## src/hdl/timed_key_table_top_macros.svh

```systemverilog
// Assertion macros used by the table sequencer.
`ifndef TIMED_KEY_TABLE_TOP_MACROS_SVH
`define TIMED_KEY_TABLE_TOP_MACROS_SVH
`ifndef NO_ASSERTIONS
// A property that holds at every clock edge out of reset.
`define TKT_ASSERT(label, clk, rst_n, prop, msg) \
  label: assert property (@(posedge clk) disable iff (!rst_n) (prop)) else $error(msg);
// A condition that implies a consequence in the same cycle.
`define TKT_ASSERT_IMPL(label, clk, rst_n, a, b, msg) \
  label: assert property (@(posedge clk) disable iff (!rst_n) (a) |-> (b)) else $error(msg);
// A condition that implies a consequence in the next cycle.
`define TKT_ASSERT_NEXT(label, clk, rst_n, a, b, msg) \
  label: assert property (@(posedge clk) disable iff (!rst_n) (a) |=> (b)) else $error(msg);
`else
`define TKT_ASSERT(label, clk, rst_n, prop, msg)
`define TKT_ASSERT_IMPL(label, clk, rst_n, a, b, msg)
`define TKT_ASSERT_NEXT(label, clk, rst_n, a, b, msg)
`endif
`endif

```

## src/hdl/tkt_pkg.sv

```systemverilog
package tkt_pkg;

  // Default table depth and the reset value of the keep time register.
  localparam int DEPTH_DEFAULT = 16;
  localparam logic [15:0] KEEP_TIME_RESET = 16'd10;

  // Operation codes.
  localparam logic [2:0] MODE_INSERT       = 3'd0;
  localparam logic [2:0] MODE_LOOKUP_FRESH = 3'd1;
  localparam logic [2:0] MODE_LOOKUP_ANY   = 3'd2;
  localparam logic [2:0] MODE_REMOVE       = 3'd3;
  localparam logic [2:0] MODE_PURGE        = 3'd4;

  // One operation request.
  typedef struct packed {
    logic [2:0]  mode;
    logic [63:0] card_number;
    logic [31:0] amount;
    logic [31:0] last_balance;
    logic [31:0] entry_time;
    logic [31:0] now_time;
  } tkt_req_t;

  // One operation result.
  typedef struct packed {
    logic        found;
    logic [31:0] out_amount;
    logic [31:0] out_balance;
    logic [31:0] out_time;
    logic        insert_dropped;
    logic [4:0]  entry_count;
  } tkt_rsp_t;

  // One stored record, as held in the table memory.
  typedef struct packed {
    logic [63:0] card_number;
    logic [31:0] amount;
    logic [31:0] last_balance;
    logic [31:0] entry_time;
  } tkt_rec_t;

  // Sequencer states.
  typedef enum logic {
    TKT_IDLE,
    TKT_SCAN
  } tkt_state_e;

  // An entry is fresh when its time lies in the future or its age is within keep time.
  function automatic logic tkt_fresh(logic [31:0] t, logic [31:0] now, logic [15:0] keep);
    logic [31:0] age;
    age = now - t;
    return (t > now) || (age <= {16'd0, keep});
  endfunction

endpackage

```

## src/hdl/tkt_ram.sv

```systemverilog
module tkt_ram #(
  parameter int Width = 8,
  parameter int Depth = 16,
  localparam int AddrW = (Depth > 1) ? $clog2(Depth) : 1
) (
  input  logic             clk_i,
  input  logic             we_i,
  input  logic [AddrW-1:0] waddr_i,
  input  logic [Width-1:0] wdata_i,
  input  logic [AddrW-1:0] raddr_i,
  output logic [Width-1:0] rdata_o
);

  logic [Width-1:0] mem_q [Depth];

  // One write port and one registered read port.
  always_ff @(posedge clk_i) begin
    if (we_i) begin
      mem_q[waddr_i] <= wdata_i;
    end
    rdata_o <= mem_q[raddr_i];
  end

endmodule

```

## src/hdl/tkt_seq.sv

```systemverilog
`include "timed_key_table_top_macros.svh"

module tkt_seq #(
  parameter int Depth = tkt_pkg::DEPTH_DEFAULT,
  localparam int AddrW = (Depth > 1) ? $clog2(Depth) : 1,
  localparam int CntW = $clog2(Depth + 1),
  localparam int RecW = $bits(tkt_pkg::tkt_rec_t)
) (
  input  logic                clk_i,
  input  logic                rst_ni,
  input  logic                start_i,
  output logic                busy_o,
  input  tkt_pkg::tkt_req_t   req_i,
  input  logic [15:0]         keep_time_i,
  output logic                result_valid_o,
  output tkt_pkg::tkt_rsp_t   rsp_o,
  output logic                mem_we_o,
  output logic [AddrW-1:0]    mem_waddr_o,
  output logic [RecW-1:0]     mem_wdata_o,
  output logic [AddrW-1:0]    mem_raddr_o,
  input  logic [RecW-1:0]     mem_rdata_i
);

  tkt_pkg::tkt_state_e state_q, state_d;
  logic [CntW-1:0]     fill_q, fill_d;
  logic [CntW-1:0]     rd_q, rd_d;
  logic [CntW-1:0]     wr_q, wr_d;
  logic                pend_q, pend_d;
  logic                hit_seen_q, hit_seen_d;
  logic [2:0]          mode_q, mode_d;
  logic [63:0]         key_q, key_d;
  logic [31:0]         now_q, now_d;
  tkt_pkg::tkt_rsp_t   res_q, res_d;
  logic                res_valid_q, res_valid_d;
  tkt_pkg::tkt_rec_t   rec;
  tkt_pkg::tkt_rec_t   ins_rec;
  logic                match;
  logic                fresh;
  logic                is_lookup;
  logic                lookup_hit;
  logic                drop;
  logic                finish;

  assign rec = tkt_pkg::tkt_rec_t'(mem_rdata_i);
  assign ins_rec = '{card_number: req_i.card_number, amount: req_i.amount,
                     last_balance: req_i.last_balance, entry_time: req_i.entry_time};
  assign match = (rec.card_number == key_q);
  assign fresh = tkt_pkg::tkt_fresh(rec.entry_time, now_q, keep_time_i);
  assign is_lookup = (mode_q == tkt_pkg::MODE_LOOKUP_FRESH) ||
                     (mode_q == tkt_pkg::MODE_LOOKUP_ANY);

  // Control and data registers.
  always_ff @(posedge clk_i or negedge rst_ni) begin
    if (!rst_ni) begin
      state_q     <= tkt_pkg::TKT_IDLE;
      fill_q      <= '0;
      rd_q        <= '0;
      wr_q        <= '0;
      pend_q      <= 1'b0;
      hit_seen_q  <= 1'b0;
      res_valid_q <= 1'b0;
    end else begin
      state_q     <= state_d;
      fill_q      <= fill_d;
      rd_q        <= rd_d;
      wr_q        <= wr_d;
      pend_q      <= pend_d;
      hit_seen_q  <= hit_seen_d;
      res_valid_q <= res_valid_d;
    end
  end

  always_ff @(posedge clk_i) begin
    mode_q <= mode_d;
    key_q  <= key_d;
    now_q  <= now_d;
    res_q  <= res_d;
  end

  // Sequencer: inserts write directly; lookup, remove and purge sweep the table with a
  // read pointer, and remove and purge a write pointer that packs survivors toward slot 0.
  always_comb begin
    state_d     = state_q;
    fill_d      = fill_q;
    rd_d        = rd_q;
    wr_d        = wr_q;
    pend_d      = 1'b0;
    hit_seen_d  = hit_seen_q;
    mode_d      = mode_q;
    key_d       = key_q;
    now_d       = now_q;
    res_d       = res_q;
    res_valid_d = 1'b0;
    mem_we_o    = 1'b0;
    mem_waddr_o = wr_q[AddrW-1:0];
    mem_wdata_o = mem_rdata_i;
    mem_raddr_o = rd_q[AddrW-1:0];
    lookup_hit  = 1'b0;
    drop        = 1'b0;
    finish      = 1'b0;

    case (state_q)
      tkt_pkg::TKT_IDLE: begin
        if (start_i) begin
          mode_d = req_i.mode;
          key_d  = req_i.card_number;
          now_d  = req_i.now_time;
          res_d  = '0;
          case (req_i.mode)
            tkt_pkg::MODE_INSERT: begin
              if (fill_q == CntW'(Depth)) begin
                res_d.insert_dropped = 1'b1;
              end else begin
                mem_we_o    = 1'b1;
                mem_waddr_o = fill_q[AddrW-1:0];
                mem_wdata_o = ins_rec;
                fill_d      = fill_q + 1'b1;
              end
              res_d.entry_count = 5'(fill_d);
              res_valid_d       = 1'b1;
            end
            tkt_pkg::MODE_LOOKUP_FRESH, tkt_pkg::MODE_LOOKUP_ANY,
            tkt_pkg::MODE_REMOVE, tkt_pkg::MODE_PURGE: begin
              state_d    = tkt_pkg::TKT_SCAN;
              rd_d       = '0;
              wr_d       = '0;
              hit_seen_d = 1'b0;
            end
            default: begin
              res_d.entry_count = 5'(fill_q);
              res_valid_d       = 1'b1;
            end
          endcase
        end
      end
      tkt_pkg::TKT_SCAN: begin
        // Judge the entry whose read data has just arrived.
        if (pend_q) begin
          case (mode_q)
            tkt_pkg::MODE_LOOKUP_FRESH: lookup_hit = match && fresh;
            tkt_pkg::MODE_LOOKUP_ANY:   lookup_hit = match;
            tkt_pkg::MODE_REMOVE:       drop = match && !hit_seen_q;
            tkt_pkg::MODE_PURGE:        drop = !fresh;
            default:                    drop = 1'b0;
          endcase
          if (lookup_hit || (drop && (mode_q == tkt_pkg::MODE_REMOVE))) begin
            res_d.found       = 1'b1;
            res_d.out_amount  = rec.amount;
            res_d.out_balance = rec.last_balance;
            res_d.out_time    = rec.entry_time;
            hit_seen_d        = 1'b1;
          end
          if (!is_lookup && !drop) begin
            mem_we_o = 1'b1;
            wr_d     = wr_q + 1'b1;
          end
        end

        // Issue the next read unless a lookup has already hit.
        if ((rd_q != fill_q) && !lookup_hit) begin
          rd_d   = rd_q + 1'b1;
          pend_d = 1'b1;
        end

        finish = lookup_hit || (!pend_q && (rd_q == fill_q));
        if (finish) begin
          if (!is_lookup) begin
            fill_d = wr_q;
          end
          res_d.entry_count = 5'(fill_d);
          res_valid_d       = 1'b1;
          pend_d            = 1'b0;
          state_d           = tkt_pkg::TKT_IDLE;
        end
      end
      default: begin
        state_d = tkt_pkg::TKT_IDLE;
      end
    endcase
  end

  assign busy_o         = (state_q != tkt_pkg::TKT_IDLE);
  assign result_valid_o = res_valid_q;
  assign rsp_o          = res_q;

  `TKT_ASSERT(a_fill_range, clk_i, rst_ni, fill_q <= CntW'(Depth), "fill count above depth")
  `TKT_ASSERT_NEXT(a_insert_grows, clk_i, rst_ni, start_i && !busy_o && (req_i.mode == tkt_pkg::MODE_INSERT) && (fill_q != CntW'(Depth)), fill_q == CntW'($past(fill_q) + 1'b1), "insert did not add an entry")
  `TKT_ASSERT_IMPL(a_write_behind_read, clk_i, rst_ni, (state_q == tkt_pkg::TKT_SCAN) && mem_we_o, wr_q < rd_q, "sweep write overtook the read pointer")
  `TKT_ASSERT_NEXT(a_scan_no_growth, clk_i, rst_ni, state_q == tkt_pkg::TKT_SCAN, fill_q <= $past(fill_q), "table grew during a sweep")
  `TKT_ASSERT_IMPL(a_strobe_idle, clk_i, rst_ni, res_valid_q, state_q == tkt_pkg::TKT_IDLE, "result strobe while sweeping")

endmodule

```

## src/hdl/timed_key_table_top.sv

```systemverilog
// Timed key table: an insertion-ordered table of records keyed by card number.
// Operations arrive on the command channel: an operation transfer happens at a
// rising edge with start high and busy low; req_i carries the mode and fields.
// Each operation gives exactly one result on rsp_o, marked by result_valid_o
// for one cycle; the receiver takes it in that cycle and cannot stall it.
// Insert and the unused modes finish without a sweep; busy stays low, so a new
// operation may be taken in the next cycle.
// Lookup, remove and purge sweep the table through the single read port of
// the record memory, one slot a cycle: busy is high until the sweep is done,
// and the result appears in the first cycle with busy low again, when the
// next operation may already be taken. Lookups stop early at the first
// matching entry.
// The keep time register is written through the cfg channel, which is always
// ready; a transfer happens when cfg_valid_i is high. Write it only while idle.
// Reset empties the table and sets keep time to 10 seconds; memory contents
// are left as they are, since the fill count marks which slots hold records.
module timed_key_table_top #(
  parameter int Depth = tkt_pkg::DEPTH_DEFAULT,
  localparam int AddrW = (Depth > 1) ? $clog2(Depth) : 1,
  localparam int RecW = $bits(tkt_pkg::tkt_rec_t)
) (
  input  logic              clk_i,
  input  logic              rst_ni,
  input  logic              start,
  output logic              busy,
  input  tkt_pkg::tkt_req_t req_i,
  output logic              result_valid_o,
  output tkt_pkg::tkt_rsp_t rsp_o,
  input  logic              cfg_valid_i,
  output logic              cfg_ready_o,
  input  logic [15:0]       cfg_data_i
);

  logic [15:0]      keep_time_q, keep_time_d;
  logic             mem_we;
  logic [AddrW-1:0] mem_waddr;
  logic [RecW-1:0]  mem_wdata;
  logic [AddrW-1:0] mem_raddr;
  logic [RecW-1:0]  mem_rdata;

  // Keep time register, loaded on each configuration transfer.
  assign cfg_ready_o = 1'b1;
  assign keep_time_d = (cfg_valid_i && cfg_ready_o) ? cfg_data_i : keep_time_q;

  always_ff @(posedge clk_i or negedge rst_ni) begin
    if (!rst_ni) begin
      keep_time_q <= tkt_pkg::KEEP_TIME_RESET;
    end else begin
      keep_time_q <= keep_time_d;
    end
  end

  // Operation sequencer.
  tkt_seq #(
    .Depth(Depth)
  ) u_seq (
    .clk_i          (clk_i),
    .rst_ni         (rst_ni),
    .start_i        (start),
    .busy_o         (busy),
    .req_i          (req_i),
    .keep_time_i    (keep_time_q),
    .result_valid_o (result_valid_o),
    .rsp_o          (rsp_o),
    .mem_we_o       (mem_we),
    .mem_waddr_o    (mem_waddr),
    .mem_wdata_o    (mem_wdata),
    .mem_raddr_o    (mem_raddr),
    .mem_rdata_i    (mem_rdata)
  );

  // Record memory.
  tkt_ram #(
    .Width(RecW),
    .Depth(Depth)
  ) u_ram (
    .clk_i   (clk_i),
    .we_i    (mem_we),
    .waddr_i (mem_waddr),
    .wdata_i (mem_wdata),
    .raddr_i (mem_raddr),
    .rdata_o (mem_rdata)
  );

endmodule

```

## config.mk

```make
export PLATFORM = sky130hd
export DESIGN_NAME = timed_key_table_top
export DESIGN_NICKNAME = d
export VERILOG_FILES = /design/src/hdl/tkt_pkg.sv /design/src/hdl/tkt_ram.sv /design/src/hdl/tkt_seq.sv /design/src/hdl/timed_key_table_top.sv
export VERILOG_INCLUDE_DIRS = /design/src /design/src/hdl
export SDC_FILE = /design/constraint.sdc
export NUM_CORES = 2
export LEC_CHECK = 0
export BUFFER_PORTS_ARGS = -buffer_cell sky130_fd_sc_hd__buf_2
export CAP_MARGIN = 20
export CORE_AREA = 2 2 437 439
export CTS_CLUSTER_SIZE = 28
export DETAILED_ROUTE_END_ITERATION = 8
export DIE_AREA = 0 0 439 441
export GPL_TIMING_DRIVEN = 0
export PLACE_DENSITY_LB_ADDON = 0.3
export SLEW_MARGIN = 30
export SYNTH_ARGS = -nofsm -noshare
export SYNTH_HDL_FRONTEND = slang
export SYNTH_SLANG_ARGS = --single-unit
```

## constraint.sdc

```tcl
create_clock -name clk_i -period 27 [get_ports clk_i]
set_input_delay 4.05 -clock clk_i [delete_from_list [all_inputs] [get_ports clk_i]]
set_output_delay 4.05 -clock clk_i [all_outputs]
set_load 0.02 [all_outputs]
```

Word-level counts from Yosys, hierarchy flattened
Memories as Yosys holds them, arrays and structs flattened. A register that Yosys moved wholly into a read port is not among the register bits. Cells that the tools add are included.

Output and inout port bits: 106. Logic and storage cells: 131. Memory bits (writable): 2560. Memories: 1. Register bits after elaboration: 237. Input port bits: 215.

Memories: u_ram.mem_q (words 16, bits a word 160, rd ports 1, clocked after memory_dff 1, wr ports 1, line tkt_ram.sv:14) `logic [Width-1:0] mem_q [Depth];`.

$lt $le $gt $ge: 2. Bitwise gates (word level): 1. Reduce and logical (&&, ||, !) cells: 25. Add/sub/neg operators: 4. Multiplexer cells: 61. Equal/unequal tests: 20.

Operator list (count): 160-bit 2-to-1 mux (4); 97-bit 2-to-1 mux (2); 97-bit case mux with 2 select lines (1); 103-bit 2-to-1 mux (1); 64-bit equality test (1); 5-bit 2-to-1 mux (10); 5-bit case mux with 2 select lines (5); 32-bit > comparator (1); 32-bit by 16-bit <= comparator with 1-bit output (1); 32-bit subtractor (1); 1-bit 2-to-1 mux (28); 4-bit 2-to-1 mux (4); 2-bit inequality test (second input constant) (8); 5-bit by 1-bit adder with 5-bit output (second input constant) (3); 3-bit by 2-bit equality test with 1-bit output (second input constant) (4); 1-bit case mux with 2 select lines (6); 3-bit AND reduction (3); 4-bit AND reduction (2); 3-bit by 1-bit equality test with 1-bit output (second input constant) (2); 3-bit equality test (second input constant) (2); 1-bit logical AND (6); 1-bit zero test (6); 5-bit equality test (1); 5-bit equality test (second input constant) (1); 6 further kinds (10).

Logic depth before layout (Yosys ltp)
Word-level depth: 14. Depth in mapped cells: 23. Depth with buffers taken out: 21.

By module
A second synthesis with hierarchy kept.

Cells, all modules: 5679. Area, all modules: 113128.5 µm².

By module, submodules not included: tkt_ram (instances 1, area an instance 99300.2 µm², sequential area each 80076.8 µm², cells an instance 4191); tkt_seq (instances 1, area an instance 13165.1 µm², sequential area each 6541.3 µm², cells an instance 1452); timed_key_table_top (instances 1, area an instance 663.1 µm², sequential area each 402.9 µm², cells an instance 36).

Worst setup path after synthesis
No wires, ideal clock.

Path kind: input -> register. Start point: input port req_i[193] in the netlist's numbering. End point: memory u_ram.mem_q[12][0] in the netlist's numbering, enable pin. Required time: 26.318 ns. Arrival: 12.307 ns. Setup slack: 14.011 ns. Stages: 7. Setup time: 0.682 ns. Path buffers: 2. Path through: or3_1 -> nor2_1 -> and2_1 -> clkbuf_1 -> clkbuf_1 -> a31oi_1 -> nor2_1.

Longest elaborated chain between the ends: 6. Elaborated cells on any way between the ends: 9. Those cells by class: mux: 8; reduce/logical: 1.

RTL lines: from (decl) (line timed_key_table_top.sv:26) `input tkt_pkg::tkt_req_t req_i,`; 3-bit zero test (*) (line tkt_seq.sv:109) `case (req_i.mode)`; 1-bit 2-to-1 mux (line tkt_seq.sv:109); 1-bit 2-to-1 mux (line tkt_seq.sv:104) `if (start_i) begin`; 1-bit case mux with 2 select lines (line tkt_seq.sv:102) `case (state_q)`; 1-bit 2-to-1 mux (line tkt_ram.sv:18) `if (we_i) begin`; 1-bit 2-to-1 mux (not written as such) (line tkt_ram.sv:19) `mem_q[waddr_i] <= wdata_i;`; to (decl) (line tkt_ram.sv:14).

Mark *: on every way between the ends. The rest lies on a longest branch, timed or not.

Worst setup path in the final report
Start point: input port req_i[193] in the netlist's numbering. End point: memory u_ram.mem_q[14][7] in the netlist's numbering, enable pin.

Same word-level chain as after synthesis.

==> metrics.md <==
| Metric | Value |
|---|---|
| DR pass1 iterations | 8 |
| # DRC | 0 |
| Cell area after placement | 124000 µm² |
| Finish-stage setup viols | 0 |
| Share of the clock period used by the worst path | 30.2% |
| Startpoint types | input pin |
| Vias per inst | 6.98 |
| Hold crit path type | register to register |
| Most frequent cells in the layout | edfxtp_1, mux4_2, nand2_1 |
| Most common cell after layout, fill and taps aside | edfxtp_1 |
| Die ar. | 194000 µm² |
| Postcts setup bufs | 0 |
| Critical path endpoint category | register |
| First DRT Iteration DRCs | 9765 |
| H-tree level count | 5 |
| Synth Register Bits | 2957 |
| First-pass GRT wire length | roughly 470000 µm |
| Worst Clk Skew | 0.0614 ns |
| IO buf count | 319 |
| Syn nets | about 5500 |
| Largest net degree at the start of global routing | 63 |
| CTS tree | yes |
| Worst path cell trace | buf_2 -> or3_1 -> nor2_1 -> and2_1 -> clkbuf_1 -> clkbuf_2 -> a31oi_2 -> nor2_4 -> buf_16 -> buf_16 -> buf_16 -> buf_16 -> buf_16 |
| Critical path buffer and inverter count | 8 |
| Initial Util | ~60% |
| Post-Synthesis Cells | 5247 |
| Finished Layout Cells | ~8900 |
| CP top delay family | buffers and inverters |
| Post-synth EDFFs | 2762 |
| RePlAce Congestion | 0.860 |
| Unrepaired setup endpoints after global routing | false |
| Fillcell total | between 10000 and 15000 |
| Total negative slack | 0 ns |
| Pleak | 44.4 nW |
| Pwr/cell area | 121 nW/µm² |
| Top cell type's share of synthesized area | 73.6% |
| WL/cell | around 38 µm |
| Hold Fails Final Rpt | 0 |
| Max_cap viols | 0 |
| Maximum VDD drop | 82.9 µV |
| Area of the multi-input gates | 24700 µm² |
| CTS buffer count | 305 |
| Fin. max-slew vios | 0 |
| Area Overhead vs Synth | 18.6% |
| Worst-path clk slew | 0.06 ns |
| Share of cells above drive strength 1 | a little under a third |
| Core Box Area | 189000 µm² |
| Finished Cell Area | approximately 130000 µm² |
| Total gr overflow | 0 |
| Total clock sinks | between 2000 and 3000 |
| Critical Path Max Stage Delay | 0.72 ns |
| Ys async rst share | about 1.2% |
| FF-to-FF setup slack | 19.86 ns |
| Fmax | 123 MHz |
| Worst endpoint required time | 27.61 ns |
| Register area share after synthesis | 77.2% |
| Detailed Route WL | about 340000 µm |
| Tightest Pin Transition | approximately 1.1 ns |
| CP Max Fanout | 12 |
| CP most frequent cell | buf_16 |
| Inst Count DP | 8317 |
| Sequential Area | 87000 µm² |
| Post-synth cell types | 80 |
| Antenna Nets Post-Route | 0 |
| Chip height | 441 µm |
| Via Count | 62000 |
| Clk root buf | clkbuf_16 |
| Cell Area, Synth | around 110000 µm² |
| Crit Path Category | input pin to register |
| Clock Path Buffers | 4 |
| Initial antenna violation count | 28 |
| Syn avg cell area | 21.5 µm² |
| Arr. time, crit path | 8.76 ns |
| Synth top area cells | edfxtp_1, mux4_2, dfxtp_1 |
| Post-synth top flop | edfxtp_1 |
| Min cycle time layout | slightly above 8 ns |
| Post-cts repair resize count | 0 |
| Die Wd | 439 µm |
| Hold-fix buffers, CTS | 0 |
| Core Rows | 160 |
| Synth warn | 0 |
| Status | complete, no violations |
| Synth area leader | edfxtp_1 |
| I/O pin count | 321 |
| Slew Limit Headroom | 23.5% |
| HPWL Detailed | between 150000 and 200000 µm |
| GRT Util Overall | between 30% and 40% |
| Slowest-stage cell, CP | nor2_1 |
| Clk_lat worst skew | around 0.96 ns |
| Nets | 6381 |
| Vias in the first global route | 62700 |
==> registers in the layout, indices dropped and copies added, names as in the netlist, 16 cells and up <==
signal and flops:
keep_time_q 16, u_seq.rsp_o 103, u_ram.mem_q 2560, u_ram.rdata_o 160, u_seq.key_q 64, u_seq.now_q 32
==> where the power goes <==
group	switching [W]	total (W)	internal (W)
logic	0.00319	0.00529	0.00210
registers	0.000302	0.00674	0.00644
clock network	0.00175	0.00412	0.00236
==> worst min-delay path: stages (launching register included) <==
cell	delay, ns
dfstp_2	0.36
inv_1	0.07
o21ai_0	0.09
==> synth_stat cells (5+ instances only) <==
library cell and count:
o21ai_0 80, or3_1 6, o211ai_1 9, o21ai_1 9
mux4_2 800, ha_1 52, nand2_1 513, buf_1 40
nand4_1 24, nand2b_1 8, xor2_1 40, o22ai_1 5
nor4_1 15, buf_2 8, a21o_1 10, a31oi_1 6
and2_1 71, a21oi_1 50, clkbuf_1 202, nor2b_1 6
edfxtp_1 2762, dfrtp_1 33, mux2i_1 11, inv_1 67
nand3_1 16, dfxtp_1 160, xnor2_1 45, nor2_1 90
o21a_1 10, nor3_1 16
==> area by class of cell <==
cell class,count,area share [%]
clock inverters,121,0.863
repair buffers,559,5.90
flip-flops and latches,2957,65.1
inverters,67,0.194
diodes,25,0.0468
plain buffers,256,0.848
clock buffers,411,6.25
well taps,2511,2.35
multi-input cells,1967,18.5
==> path summary, 6_finish.rpt <==
| check | to | start | depth (start not counted) |
|---|---|---|---|
| worst max-delay path | u_ram.mem_q[14][7]$_DFFE_PP_ | req_i[193] | 13 |
| worst max register to register | u_ram.mem_q[0][137]$_DFFE_PP_ | u_ram.rdata_o[4]$_DFF_P_ | 26 |
| min in group asynchronous | keep_time_q[6]$_DFFE_PN0P_ | rst_ni | 1 |
| worst min-delay path | keep_time_q[3]$_DFFE_PN1P_ | keep_time_q[3]$_DFFE_PN1P_ | 2 |
| max in group asynchronous | u_seq.fill_q[0]$_DFFE_PN0P_ | rst_ni | 1 |
| worst min register to register | keep_time_q[3]$_DFFE_PN1P_ | keep_time_q[3]$_DFFE_PN1P_ | 2 |
==> per-layer routing <==
layer	GRT usage [%]	up-vias	routed length (µm)	share of wire, %
met3	7.91	1323	38200	11
met1	43.0	31800	109000	32
met4	24.4	18	27200	8.1
met5	0	-	123	0.037
met2	55.2	5510	162000	48
li1	-	23300	-	-
==> per-stage QoR <==
step / hold slack, ns / total power [W] / util, % / worst slack, ns
2_1_floorplan: 0.456 / 0.00984 / - / 14.01
3_3_place_gp: 0.480 / 0.0115 / 62.1 / 2.92
3_5_place_dp: 0.498 / 0.0118 / 65.6 / 18.41
4_1_cts: 0.524 / 0.0161 / 70.6 / 19.03
5_1_grt: 0.553 / 0.0165 / 70.7 / 18.91
6_report: 0.523 / 0.0161 / 70.7 / 18.85
==> kinds of logic (layout without fill, tap and decap cells) <==
kind of cell	after synthesis	in the layout	synth area share [%]
other	1	26	0.00333
adders and majority gates	53	53	0.595
DFF	2957	2957	77.2
muxes	813	813	16.1
and+or+nand+nor	786	786	3.02
xor gates and xnor gates	85	85	0.660
AOI/OAI and AO/OA	229	229	1.32
buffers and inverters	323	1414	1.11
No activity file was read; power rests on OpenSTA's default activity.
